File: config.mk
export PLATFORM = sky130hd
export DESIGN_NAME = best_fit_partition_allocator
export DESIGN_NICKNAME = d
export VERILOG_FILES = /design/src/sv/bfpa_pkg.sv /design/src/sv/bfpa_ram.sv /design/src/sv/best_fit_partition_allocator.sv
export SDC_FILE = /design/constraint.sdc
export NUM_CORES = 1
export LEC_CHECK = 0
export ABC_AREA = 1
export BUFFER_PORTS_ARGS = -buffer_cell sky130_fd_sc_hd__buf_2
export CORE_UTILIZATION = 30
export CTS_CLUSTER_SIZE = 14
export DETAILED_ROUTE_END_ITERATION = 10
export PLACE_DENSITY = 0.53
export SLEW_MARGIN = 20
export SYNTH_ARGS = -nofsm -noshare
export SYNTH_HDL_FRONTEND = slang
export SYNTH_SLANG_ARGS = --single-unit
File: constraint.sdc
create_clock -name clk -period 7.78 [get_ports clk]
set_input_delay 1.556 -clock clk [delete_from_list [all_inputs] [get_ports clk]]
set_output_delay 1.556 -clock clk [all_outputs]
set_load 0.05 [all_outputs]
File: src/sv/bfpa_pkg.sv
// Package of the best-fit partition allocator: defaults, operation codes,
// and the microcode program of the request and load sequencer. No dependencies.
package bfpa_pkg;

	// Default sizes of the partition table.
	localparam int PARTITIONS_DEF = 16;
	localparam int SIZE_BITS_DEF  = 16;

	// Widths of the fixed port fields.
	localparam int CFG_W   = 5;
	localparam int PIDX_W  = 4;
	localparam int SIZEP_W = 16;
	localparam int SUM_W   = 32;

	// Reset value of the partitions-in-use register.
	localparam logic [CFG_W-1:0] PIU_RESET = 5'd16;

	// Item operation codes.
	typedef enum logic {
		OP_LOAD    = 1'b0,
		OP_REQUEST = 1'b1
	} op_t;

	// Microcode step addresses.
	localparam int STEP_W = 2;
	typedef logic [STEP_W-1:0] step_t;
	localparam step_t STEP_IDLE   = 2'd0;
	localparam step_t STEP_SCAN   = 2'd1;
	localparam step_t STEP_FINISH = 2'd2;
	localparam step_t STEP_LOAD   = 2'd3;

	// Sequencing conditions of a control word.
	typedef enum logic [1:0] {
		COND_NEXT = 2'd0,
		COND_GOTO = 2'd1,
		COND_IDLE = 2'd2,
		COND_SCAN = 2'd3
	} cond_t;

	// One control word of the program.
	typedef struct packed {
		logic  init;
		logic  scan;
		logic  finish;
		logic  load;
		cond_t cond;
		step_t target;
	} ucode_t;

	// The program: wait for an item, scan the table, settle the grant, or write a size.
	function automatic ucode_t ucode_rom(input step_t pc);
		ucode_t uc;
		uc = '{init: 1'b0, scan: 1'b0, finish: 1'b0, load: 1'b0,
			cond: COND_GOTO, target: STEP_IDLE};
		case (pc)
			STEP_IDLE: begin
				uc.init   = 1'b1;
				uc.cond   = COND_IDLE;
				uc.target = STEP_LOAD;
			end
			STEP_SCAN: begin
				uc.scan   = 1'b1;
				uc.cond   = COND_SCAN;
				uc.target = STEP_SCAN;
			end
			STEP_FINISH: begin
				uc.finish = 1'b1;
				uc.cond   = COND_GOTO;
				uc.target = STEP_IDLE;
			end
			STEP_LOAD: begin
				uc.load   = 1'b1;
				uc.cond   = COND_GOTO;
				uc.target = STEP_IDLE;
			end
			default: begin
				uc.cond   = COND_GOTO;
				uc.target = STEP_IDLE;
			end
		endcase
		return uc;
	endfunction

endpackage

File: src/sv/bfpa_ram.sv
// Generic single-write, single-read RAM with a registered read port.
// Depends on nothing; used for the partition size table.
module bfpa_ram #(
	parameter int WIDTH = 16,
	parameter int DEPTH = 16
) (
	input  logic                     clk,
	input  logic                     we,
	input  logic [$clog2(DEPTH)-1:0] waddr,
	input  logic [WIDTH-1:0]         wdata,
	input  logic                     re,
	input  logic [$clog2(DEPTH)-1:0] raddr,
	output logic [WIDTH-1:0]         rdata
);

	logic [WIDTH-1:0] mem_q [DEPTH];

	// Write port.
	always_ff @(posedge clk) begin
		if (we) begin
			mem_q[waddr] <= wdata;
		end
	end

	// Registered read port.
	always_ff @(posedge clk) begin
		if (re) begin
			rdata <= mem_q[raddr];
		end
	end

endmodule

File: src/sv/best_fit_partition_allocator.sv
// Top level of the best-fit partition allocator: microcoded sequencer and datapath.
// Depends on bfpa_pkg and bfpa_ram.
//
// Usage: an item is taken when start is high and busy is low. operation selects a
// load (write partition_index's size, mark it loaded and free) or a request (find the
// smallest loaded, free partition below partitions_in_use that holds size_value,
// lowest index on a tie). Each item gives one result beat: done is high for exactly
// one cycle with granted, chosen_partition, leftover and both running totals; the
// receiver cannot stall, so the beat is gone after that cycle.
// A load passes through the LOAD step and a request through SCAN and then FINISH; the
// beat is registered out of LOAD or FINISH. SCAN walks N entries, where N is
// partitions_in_use clamped to PARTITIONS, and reads one table entry per cycle
// through the size RAM's single read port. busy stays high until the program is back
// at IDLE, and the next item can be taken in the same cycle that carries the previous
// result beat.
// The configuration channel (cfg_valid, cfg_ready, cfg_data) writes partitions_in_use;
// it is always ready and is meant to be written while no item is in flight.
// Reset (arst_n low) clears all loaded and taken marks, both totals, and sets
// partitions_in_use to 16. Sizes are not cleared; a partition is unused until loaded.
module best_fit_partition_allocator #(
	parameter int PARTITIONS = bfpa_pkg::PARTITIONS_DEF,
	parameter int SIZE_BITS  = bfpa_pkg::SIZE_BITS_DEF
) (
	input  logic                              clk,
	input  logic                              arst_n,
	input  logic                              start,
	output logic                              busy,
	input  logic                              operation,
	input  logic [bfpa_pkg::PIDX_W-1:0]       partition_index,
	input  logic [bfpa_pkg::SIZEP_W-1:0]      size_value,
	input  logic                              cfg_valid,
	output logic                              cfg_ready,
	input  logic [bfpa_pkg::CFG_W-1:0]        cfg_data,
	output logic                              done,
	output logic                              granted,
	output logic [bfpa_pkg::PIDX_W-1:0]       chosen_partition,
	output logic [bfpa_pkg::SIZEP_W-1:0]      leftover,
	output logic [bfpa_pkg::SUM_W-1:0]        internal_total,
	output logic [bfpa_pkg::SUM_W-1:0]        external_total
);

	localparam int IDX_W = $clog2(PARTITIONS);
	localparam int CNT_W = $clog2(PARTITIONS + 1);

	// Sequencer.
	bfpa_pkg::step_t  pc_q;
	bfpa_pkg::step_t  pc_d;
	bfpa_pkg::ucode_t uc;

	// Item latches.
	logic                          op_q;
	logic [bfpa_pkg::PIDX_W-1:0]   idx_q;
	logic [SIZE_BITS-1:0]          size_q;

	// Scan datapath.
	logic [CNT_W-1:0]     addr_q;
	logic [CNT_W-1:0]     limit;
	logic                 rd_en;
	logic                 cmp_v_s1;
	logic [IDX_W-1:0]     cmp_idx_s1;
	logic [SIZE_BITS-1:0] rdata;
	logic                 hit;
	logic                 found_q;
	logic [IDX_W-1:0]     best_q;
	logic [SIZE_BITS-1:0] best_size_q;

	// Partition marks and configuration.
	logic [PARTITIONS-1:0]         loaded_q;
	logic [PARTITIONS-1:0]         taken_q;
	logic [bfpa_pkg::CFG_W-1:0]    piu_q;
	logic                          load_ok;
	logic                          accept;

	// Totals and result.
	logic [SIZE_BITS-1:0]          left;
	logic [bfpa_pkg::SUM_W:0]      int_add;
	logic [bfpa_pkg::SUM_W:0]      ext_add;
	logic [bfpa_pkg::SUM_W-1:0]    int_sum_q;
	logic [bfpa_pkg::SUM_W-1:0]    ext_sum_q;
	logic                          done_q;
	logic                          granted_q;
	logic [bfpa_pkg::PIDX_W-1:0]   chosen_q;
	logic [bfpa_pkg::SIZEP_W-1:0]  leftover_q;

	// Current control word and handshake.
	assign uc        = bfpa_pkg::ucode_rom(pc_q);
	assign busy      = (pc_q != bfpa_pkg::STEP_IDLE);
	assign accept    = start && !busy;
	assign cfg_ready = 1'b1;

	// Search count clamped to the table size.
	always_comb begin
		if (32'(piu_q) > PARTITIONS) begin
			limit = CNT_W'(PARTITIONS);
		end else begin
			limit = CNT_W'(piu_q);
		end
	end

	// Next step of the program.
	always_comb begin
		case (uc.cond)
			bfpa_pkg::COND_NEXT: pc_d = bfpa_pkg::step_t'(pc_q + 1'b1);
			bfpa_pkg::COND_GOTO: pc_d = uc.target;
			bfpa_pkg::COND_IDLE: begin
				if (!start) begin
					pc_d = pc_q;
				end else if (operation == bfpa_pkg::OP_LOAD) begin
					pc_d = uc.target;
				end else begin
					pc_d = bfpa_pkg::step_t'(pc_q + 1'b1);
				end
			end
			bfpa_pkg::COND_SCAN: begin
				if (addr_q < limit) begin
					pc_d = uc.target;
				end else begin
					pc_d = bfpa_pkg::step_t'(pc_q + 1'b1);
				end
			end
			default: pc_d = bfpa_pkg::STEP_IDLE;
		endcase
	end

	always_ff @(posedge clk or negedge arst_n) begin
		if (!arst_n) begin
			pc_q <= bfpa_pkg::STEP_IDLE;
		end else begin
			pc_q <= pc_d;
		end
	end

	// Latch the item when it is accepted.
	always_ff @(posedge clk) begin
		if (uc.init && accept) begin
			op_q   <= operation;
			idx_q  <= partition_index;
			size_q <= SIZE_BITS'(size_value);
		end
	end

	assign load_ok = (32'(idx_q) < PARTITIONS);

	// Partition size table.
	assign rd_en = uc.scan && (addr_q < limit);

	bfpa_ram #(
		.WIDTH (SIZE_BITS),
		.DEPTH (PARTITIONS)
	) u_size_ram (
		.clk   (clk),
		.we    (uc.load && load_ok),
		.waddr (IDX_W'(idx_q)),
		.wdata (size_q),
		.re    (rd_en),
		.raddr (addr_q[IDX_W-1:0]),
		.rdata (rdata)
	);

	// Scan address and compare stage control.
	always_ff @(posedge clk or negedge arst_n) begin
		if (!arst_n) begin
			addr_q   <= '0;
			cmp_v_s1 <= 1'b0;
			found_q  <= 1'b0;
		end else begin
			cmp_v_s1 <= rd_en;
			if (uc.init) begin
				addr_q  <= '0;
				found_q <= 1'b0;
			end else begin
				if (rd_en) begin
					addr_q <= CNT_W'(addr_q + 1'b1);
				end
				if (hit) begin
					found_q <= 1'b1;
				end
			end
		end
	end

	// A candidate wins when it is usable, fits, and beats the best so far.
	assign hit = cmp_v_s1 && loaded_q[cmp_idx_s1] && !taken_q[cmp_idx_s1] &&
		(rdata >= size_q) && (!found_q || (rdata < best_size_q));

	always_ff @(posedge clk) begin
		cmp_idx_s1 <= addr_q[IDX_W-1:0];
		if (hit) begin
			best_q      <= cmp_idx_s1;
			best_size_q <= rdata;
		end
	end

	// Saturating running totals.
	assign left    = best_size_q - size_q;
	assign int_add = {1'b0, int_sum_q} + (bfpa_pkg::SUM_W + 1)'(left);
	assign ext_add = {1'b0, ext_sum_q} + (bfpa_pkg::SUM_W + 1)'(size_q);

	// Marks, totals, configuration and the result strobe.
	always_ff @(posedge clk or negedge arst_n) begin
		if (!arst_n) begin
			loaded_q  <= '0;
			taken_q   <= '0;
			int_sum_q <= '0;
			ext_sum_q <= '0;
			piu_q     <= bfpa_pkg::PIU_RESET;
			done_q    <= 1'b0;
		end else begin
			done_q <= uc.finish || uc.load;
			if (cfg_valid && cfg_ready) begin
				piu_q <= cfg_data;
			end
			if (uc.load && load_ok) begin
				loaded_q[IDX_W'(idx_q)] <= 1'b1;
				taken_q[IDX_W'(idx_q)]  <= 1'b0;
			end
			if (uc.finish) begin
				if (found_q) begin
					taken_q[best_q] <= 1'b1;
					int_sum_q <= int_add[bfpa_pkg::SUM_W] ? '1 : int_add[bfpa_pkg::SUM_W-1:0];
				end else begin
					ext_sum_q <= ext_add[bfpa_pkg::SUM_W] ? '1 : ext_add[bfpa_pkg::SUM_W-1:0];
				end
			end
		end
	end

	// Result fields of the beat.
	always_ff @(posedge clk) begin
		if (uc.finish && found_q && (op_q == bfpa_pkg::OP_REQUEST)) begin
			granted_q  <= 1'b1;
			chosen_q   <= (bfpa_pkg::PIDX_W)'(best_q);
			leftover_q <= (bfpa_pkg::SIZEP_W)'(left);
		end else if (uc.finish || uc.load) begin
			granted_q  <= 1'b0;
			chosen_q   <= '0;
			leftover_q <= '0;
		end
	end

	assign done             = done_q;
	assign granted          = granted_q;
	assign chosen_partition = chosen_q;
	assign leftover         = leftover_q;
	assign internal_total   = int_sum_q;
	assign external_total   = ext_sum_q;

endmodule

[Word-level counts from Yosys, hierarchy flattened]
Memories as Yosys holds them, arrays and structs flattened. A register that Yosys moved wholly into a read port is not among the register bits.
Index checks and enable logic that the tools add are counted.
Operators by class
  shift operators: 0
  multipliers: 0
  add/subtract/negate cells: 5
  multiplexer cells: 33
  reductions and logical operators: 25
  bitwise logic cells: 5
  div/mod/pow operators: 0
  equal/unequal tests: 7
  magnitude comparators: 9
Operators with widths (count)
  two-way mux 16 bit: 5
  adder 32 x 16 -> 33 bit: 2
  two-way mux 32 bit: 2
  bitwise OR 16 bit: 2
  AND 16 bit: 1
  >= comparator 16 bit: 1
  less-than comparator 16 bit: 1
  inverter 16 bit: 1
  subtractor 16 bit: 1
  less-than comparator 4 x 5 -> 1 bit, second input constant: 3
  two-way mux 5 bit: 3
  two-way mux 1 bit: 12
  case mux 4 bit (3 select lines): 1
  logical AND 1 bit: 11
  binary-select mux 1 bit (select 4 bit): 2
  demux 1 bit (select 4 bit): 2
  equality test 2 bit, second input constant: 4
  >= comparator 4 x 1 -> 1 bit, second input constant: 2
  two-way mux 4 bit: 2
  case mux 2 bit (4 select lines): 1
  nonzero test 2 bit: 4
  two-way mux 2 bit: 3
  adder 5 x 1 -> 5 bit, second input constant: 1
  greater-than comparator 5 bit, second input constant: 1
  other kinds (10): 16
Word-level totals
  input port bits: 30
  memories kept: 1
  logic and storage cells: 104
  output and inout port bits: 88
  ROM bits: 0
  RAM bits: 256
  register bits: 177
  latch bits: 0
Memories
  u_size_ram.mem_q: words 16, bits a word 16, rd ports 1, clocked after memory_dff 1, write ports 1, line bfpa_ram.sv:16  | logic [WIDTH-1:0] mem_q [DEPTH];

[Logic depth before layout (Yosys ltp)]
Gate-level depths: netlist of run 1.
  depth in word-level cells: 10
  gate-level depth with buffers: 23
  gate-level depth less buffers: 23

[By module]
From an unflattened synthesis of run 1, not the netlist that was laid out.
Unflattened totals
  cell total of the unflattened synthesis: 2529
  area, all modules: 22910.7 µm²
By module, submodules not included
  bfpa_ram: times used 1, cells each 1074, area an instance 11548.6 µm², seq. area each 8167.8 µm²
  best_fit_partition_allocator: times used 1, cells each 1455, area an instance 11362.1 µm², seq. area each 4710.8 µm²

[Worst setup path before layout of run 1]
OpenSTA, ideal clock, no wires.
  kind: register to register
  from: register size_q[2]
  to: register int_sum_q, in the netlist internal_total[24]
  required time: 7.656 ns
  cell stages (with the launch flop): 19
  setup time: 0.124 ns
  arrival: 3.020 ns
  slack: 4.635 ns
  period minus slack after synthesis: 3.145 ns
  buffers on the path: 1
  cells stage by stage: edfxtp_1 > inv_1 > ha_1 > a21oi_1 > nand2_1 > a21oi_2 > o21bai_1 > nand2_1 > nand3_1 > nand2_1 > inv_1 > ha_1 > a21oi_1 > o21ai_0 > a21oi_1 > nand2_4 > nand3_4 > buf_6 > nand3_2
On the way
  longest elaborated chain between the ends: 3
RTL lines
  start, declared: line best_fit_partition_allocator.sv:53  | logic [SIZE_BITS-1:0] size_q;
  start signal, assigned: line best_fit_partition_allocator.sv:138  | size_q <= SIZE_BITS'(size_value);
  subtractor 16 bit: line best_fit_partition_allocator.sv:195  | assign left = best_size_q - size_q;
  net left[15]: line best_fit_partition_allocator.sv:75  | logic [SIZE_BITS-1:0] left;
  adder 32 x 16 -> 33 bit: line best_fit_partition_allocator.sv:196  | assign int_add = {1'b0, int_sum_q} + (bfpa_pkg::SUM_W + 1)'(left);
  two-way mux 32 bit: line best_fit_partition_allocator.sv:220  | int_sum_q <= int_add[bfpa_pkg::SUM_W] ? '1 : int_add[bfpa_pkg::SUM_W-1:0];
  end signal, assigned: line best_fit_partition_allocator.sv:220
  end, declared: line best_fit_partition_allocator.sv:78  | logic [bfpa_pkg::SUM_W-1:0] int_sum_q;
The timed path passes the listed nets, and every way through them passes these cells.
A chain may end at the register's enable or synchronous reset.

[Worst setup path in the final report of run 1]
  from: register size_q[1]
  to: register int_sum_q, in the netlist internal_total[23]
Same word-level chain as after synthesis.

==> results of run 1 <==
==> power by group through the flow <==
stage | clock [mW] | combinational (mW) | sequential, mW
floorplan | 0 | 2.28 | 3.80
global placement | 0 | 3.75 | 3.44
detailed placement | 0 | 3.78 | 3.45
CTS | 2.58 | 3.80 | 3.40
global route | 2.66 | 4.21 | 3.45
finish | 2.50 | 3.77 | 3.40
==> kinds of logic (layout without fill, tap and decap cells) <==
logic type               after synthesis  in the layout  share of synthesized area, %
AND/OR/NAND/NOR                      911            911                         18.70
flip-flops                           449            449                         59.53
AO/OA/AOI/OAI                        320            320                         8.901
buffers and inverters                283            470                         5.165
adder cells (fa/ha/maj)               90             90                         5.309
multiplexers                          30             30                         1.411
XOR/XNOR                              24             24                        0.9716
other                                  1              1                       0.01733
==> registers in the layout (all words and copies together), names as in the netlist, 2 cells and up <==
| register | cells |
|---|---|
| taken_q | 16 |
| internal_total | 32 |
| u_size_ram.mem_q | 256 |
| chosen_partition | 4 |
| leftover | 16 |
| pc_q | 2 |
| external_total | 32 |
| loaded_q | 16 |
| best_q | 4 |
| size_q | 16 |
| piu_q | 5 |
| u_size_ram.rdata | 16 |
| best_size_q | 16 |
| idx_q | 4 |
| cmp_idx_s1 | 4 |
| addr_q | 5 |
==> routing by layer <==
metal  track usage [%]  share of wire, %
met3             2.299               5.3
met4             5.531               3.0
met1             22.53                45
met2             28.24                47
met5                 0                 0
==> final timing paths <==
kind                       slack (ns)                     start                              to
min                              0.45  loaded_q[14]$_DFFE_PN0P_        loaded_q[14]$_DFFE_PN0P_
max in group asynchronous        5.27                    arst_n           addr_q[1]$_DFFE_PN0P_
min in group asynchronous        1.01                    arst_n  internal_total[29]$_DFFE_PN0P_
max reg2reg                      3.60       size_q[1]$_DFFE_PP_  internal_total[23]$_DFFE_PN0P_
min reg2reg                      0.45  loaded_q[14]$_DFFE_PN0P_        loaded_q[14]$_DFFE_PN0P_
max                              3.60       size_q[1]$_DFFE_PP_  internal_total[23]$_DFFE_PN0P_
==> final cells by class <==
cell class	count	area, sq um	share of cell area, %
clock buffer	74	1468	5.820
clock inverter	24	305.3	1.211
inverter	224	840.8	3.334
multi-input combinational	1376	7705	30.55
sequential	449	12890	51.10
tap	950	1189	4.714
timing repair buffer	148	823.3	3.265
==> worst min-delay path, cell delays in order, from the launching register on <==
cell	delay, ns
dfrtp_1	0.32
inv_1	0.04
o21ai_0	0.06
==> Yosys cell counts (7+ instances only) <==
library cell    n  area, sq um
nand3_1       145        725.7
nand3b_1       14        105.1
xnor2_1        15        131.4
buf_2          14        70.07
ha_1           87         1089
nor2_1        296         1111
nand2_2         7        43.79
a31oi_1        22        137.6
o32ai_1        32        280.3
dfrtp_1       110         2753
nand2_1       356         1336
clkbuf_1       35        131.4
inv_1         215        807.0
o21ai_0       133        665.6
xor2_1          9        78.83
o221ai_1       20        175.2
edfxtp_1      333        10000
nand4_1        17        106.4
nand3_2        18        180.2
or2_2           8        50.05
o22ai_1        16        100.1
o211ai_1       16        120.1
nor3_1         20        100.1
a21oi_1        65        325.3
mux2i_1        26        260.3
==> flow_summary.ini, run 1 <==
[cells_and_area]
fillers = 7215
diodes = 0
final_nets = 2371
stdcell_count = 3245
fin_area_sq_um = 25220
final_cell_mix = nand2_1, edfxtp_1, nor2_1, inv_1, nand3_1
post-route-util_pct = 35.34
final_common_cell = nand2_1
drive_gt1_share_pct = 13.68
area_growth_pct = 16.56

[power_and_ir_drop]
leakagePower_nw = 10.23
powerDensity_nw_per_um2 = 383.3
p_switching_mw = 4.020
p_sw_share_pct = 41.58
comb_power_share_pct = 39.0
internal_power_mw = 5.647
power_frac_seq_pct = 35.1
clkPwrFrac_pct = 25.9
finalPower_mw = 9.667
ir_drop_uv = 269.7

[worst_setup_path]
path_cells = inv_1 -> fa_1 -> nand2_1 -> inv_1 -> o21ai_0 -> nand2_1 -> nand3_1 -> nand3_1 -> xor2_1 -> ha_1 -> a21oi_1 -> o21ai_0 -> a21oi_1 -> nand3_1 -> nand3b_1 -> nand3_2
crit_arrival_ns = 4.68
worstSetupEndpointType = flop
required_ns = 8.27
critical_path_class = reg -> reg
cp_num_buf_inv = 2
cpMaxStageDelayCell = edfxtp_1
cp_common_cell = nand3_1
r2r_cells = 16
startpoint_type = flop
crit_family = simple AND/OR/NAND/NOR gates
cp_num_cells = 16
cp_max_fo = 18
slowest_delay_ns = 0.67

[clocking]
postCtsSetupBuffers = 0
htreeDepth = 2
clockRootBuffer = clkbuf_16
holdBufCountCts = 0
cts_made_buffers = 52
clkTransAtPathRegs_ns = 0.06
cts_num_sinks = 449
cts_tree = yes
clk_latency_ns = 0.62
clock_path_buffers = 3
ctsResizeCount = 0

[logic_synthesis]
synthCells = 2108
async_flop_share_pct = 24.72
yosys.cell_types.count = 57
synth_warnings = 0
ys.flop_type = edfxtp_1
syn_nets = 2228
synth_edf_count = 333
syn_area_per_cell_sq_um = 10.26
synth.ff_latch_count = 449
netlist_area_sq_um = 21630
yosysSeqAreaShare_pct = 59.53

[sta]
max_slew.worst_pin.slew_ns = 1.071
holdWs_ns = 0.4514
finalHoldViolations = 0
fin_crit_sh_pct = 53.79
setup_viol = 0
slew_viol_final = 0
max_freq_ghz = 0.2390
fin_crit_ns = 4.185
fin_skew_ns = 0.04376
rsz0062_at_grt = no
relSlewSlack_pct = 28.62
tns_ns = 0
worst_slack_ns = 3.595

[drt]
wl_per_cell_microns = 18.99
dr.pass1.iters = 5
route.detailed.drc = 0
drt_wl_total_microns = 61630
vias_per_cell = 4.893
ant_nets = 0
num_vias = 15878
drtIter0Drc = 1017

[worst_hold_path]
worstHoldPathType = reg -> reg
holdPathStages = 2

[place]
dp.cells = 3147
numPortBuffers = 116
gp_congestion = 0.8730
dpl.hpwl_microns = 41150
place_area_sq_um = 23440
pre_cts_slack_ns = 3.608

[global_routing]
grt_pass1_vias = 15808
grt_overflow = 0
antenna_found_initial = 2
grt_pass1_wl_microns = 95200
grtUsageTotal_pct = 16.91
grt_max_degree = 89

[status]
outcome = finished clean

[die]
coreArea_sq_um = 71360
num_rows = 98
die_area_sq_um = 73190
ios = 118
die_x_microns = 270.5
dieHeight_microns = 270.5
initial_core_util_pct = 30.32

[job]
maxCapViolCount = 0
Power figures use the tool's default switching activity.
==> run 2, diff against run 1 <==
--- a/config.mk
+++ b/config.mk
@@ -10,7 +10,7 @@
 export CORE_UTILIZATION = 30
 export CTS_CLUSTER_SIZE = 14
 export DETAILED_ROUTE_END_ITERATION = 10
-export PLACE_DENSITY = 0.53
+export PLACE_DENSITY = 0.55
 export SLEW_MARGIN = 20
 export SYNTH_ARGS = -nofsm -noshare
 export SYNTH_HDL_FRONTEND = slang
==> constraint.sdc (replaced) <==
create_clock -name clk -period 3.8 [get_ports clk]
set_input_delay 0.76 -clock clk [delete_from_list [all_inputs] [get_ports clk]]
set_output_delay 0.76 -clock clk [all_outputs]
set_load 0.05 [all_outputs]
==> flow_summary.ini, run 2 (same netlist as run 1, synthesis figures left out) <==
[worst_setup_path]
cp_common_cell = nor2_1
r2r_cells = 18
path_cells = inv_1 -> ha_1 -> a21oi_1 -> nor2_1 -> nor2_1 -> o211ai_1 -> xor2_2 -> inv_1 -> ha_1 -> nand2_1 -> nor2_1 -> inv_1 -> nor2_1 -> nand4_1 -> nand3_2 -> nand2_1 -> nand2_1 -> nand3_1
rrSetupSlack_ns = 0.30
startpoint_type = flop
crit_arrival_ns = 3.97
cpMaxStageDelayCell = edfxtp_1
cp_max_fo = 8
required_ns = 4.27
slowest_delay_ns = 0.41
worstSetupEndpointType = flop
r2r_start = size_q[7]$_DFFE_PP_
critical_path_class = reg -> reg
r2r_end = internal_total[19]$_DFFE_PN0P_

[sta]
fin_crit_ns = 3.502
slew_viol_final = 0
max_slew.worst_pin.slew_ns = 1.114
relSlewSlack_pct = 25.71
worst_slack_ns = 0.2976
holdWs_ns = 0.2023
setup_viol = 0
fin_skew_ns = 0.02358
max_freq_ghz = 0.2855
tns_ns = 0
rsz0062_at_grt = no
finalHoldViolations = 0
fin_crit_sh_pct = 92.17

[drt]
drtIter0Drc = 1460
ant_nets = 0
num_vias = 16141
route.detailed.drc = 0
wl_per_cell_microns = 19.61
drt_wl_total_microns = 63650
vias_per_cell = 4.973
dr.pass1.iters = 5

[die]
die_x_microns = 270.5
die_area_sq_um = 73190
num_rows = 98
initial_core_util_pct = 30.32
coreArea_sq_um = 71360
ios = 118
dieHeight_microns = 270.5

[global_routing]
grt_pass1_vias = 15923
grt_max_degree = 132
antenna_found_initial = 3
grtUsageTotal_pct = 17.31
grt_pass1_wl_microns = 96890
grt_overflow = 0

[power_and_ir_drop]
powerDensity_nw_per_um2 = 783.8
ir_drop_uv = 558.8
leakagePower_nw = 10.25
finalPower_mw = 19.81

[clocking]
cts_num_sinks = 449
cts_made_buffers = 51
postCtsSetupBuffers = 0
htreeDepth = 2
clkTransAtPathRegs_ns = 0.06
clock_path_buffers = 3
cts_tree = yes
clockRootBuffer = clkbuf_16
clk_latency_ns = 0.62

[place]
dpl.hpwl_microns = 43140
pre_cts_slack_ns = 0.2565
numPortBuffers = 116
dp.cells = 3153
gp_congestion = 0.9522

[cells_and_area]
diodes = 0
drive_gt1_share_pct = 14.11
stdcell_count = 3246
top_register = u_size_ram.mem_q
final_cell_mix = nand2_1, edfxtp_1, nor2_1, inv_1, nand3_1
largest_register_ffs = 256
area_growth_pct = 16.79
final_common_cell = nand2_1
final_nets = 2376

[job]
maxCapViolCount = 0

[worst_hold_path]
worstHoldPathType = in -> async

[status]
outcome = finished clean
-- run 2: cell type report --
type                    instances  area, sq um
multi-input cells            1376         7737
fillers                      7171        46100
repair buffers                154        905.9
clock buffers                  66         1404
flip-flops and latches        449        12890
well taps                     950         1189
clock inverters                27        305.3
inverters                     224        840.8
-- run 2: worst max-delay path by stage --
stage	from	to	slack [ns]	depth (start not counted)
5_1_grt	size_q[5]$_DFFE_PP_	internal_total[30]$_DFFE_PN0P_	0.02	21
2_1_floorplan	size_q[2]$_DFFE_PP_	internal_total[24]$_DFFE_PN0P_	0.66	18
6_report	size_q[7]$_DFFE_PP_	internal_total[19]$_DFFE_PN0P_	0.30	18
4_1_cts	size_q[7]$_DFFE_PP_	internal_total[19]$_DFFE_PN0P_	0.22	18
3_5_place_dp	size_q[1]$_DFFE_PP_	internal_total[29]$_DFFE_PN0P_	0.26	18
3_3_place_gp	size_q[1]$_DFFE_PP_	internal_total[25]$_DFFE_PN0P_	0.23	19
-- run 2: through the flow --
stage	utilization, %	area [sq um]
after CTS	35.36	25240
after global routing	35.41	25270
after floorplan	-	21630
after global placement	32.97	23530
final	35.41	25270
after detailed placement	32.97	23530
-- run 2: critical path, delay by kind of cell, from the launching register on --
family	cells	cell delay (ns)
AO/OA/AOI/OAI	2	0.46
XOR/XNOR	1	0.24
buffers and inverters	3	0.33
AND/OR/NAND/NOR	10	1.22
flip-flops	1	0.41
adder cells (fa/ha/maj)	2	0.69
-- run 2: what timing repair did --
item,CTS,global route
hold buffers,0,0
resized for setup,0,8
setup endpoints to repair,0,12
-- run 2: report_power, final --
part	switching [mW]	internal [mW]	leakage (nW)
Combinational	5.62	2.33	4.93
Sequential	0.598	6.24	4.50
Clock	2.12	2.91	0.826
Total	8.33	11.5	10.3
-- run 2: per-layer routing --
layer | track usage (%) | vias to the layer above | share of wire, %
met1 | 23.41 | 7867 | 45
met3 | 3.169 | 86 | 6.6
met2 | 28.07 | 556 | 46
met4 | 5.263 | 0 | 2.5
met5 | 0 | - | 0
li1 | - | 7632 | -
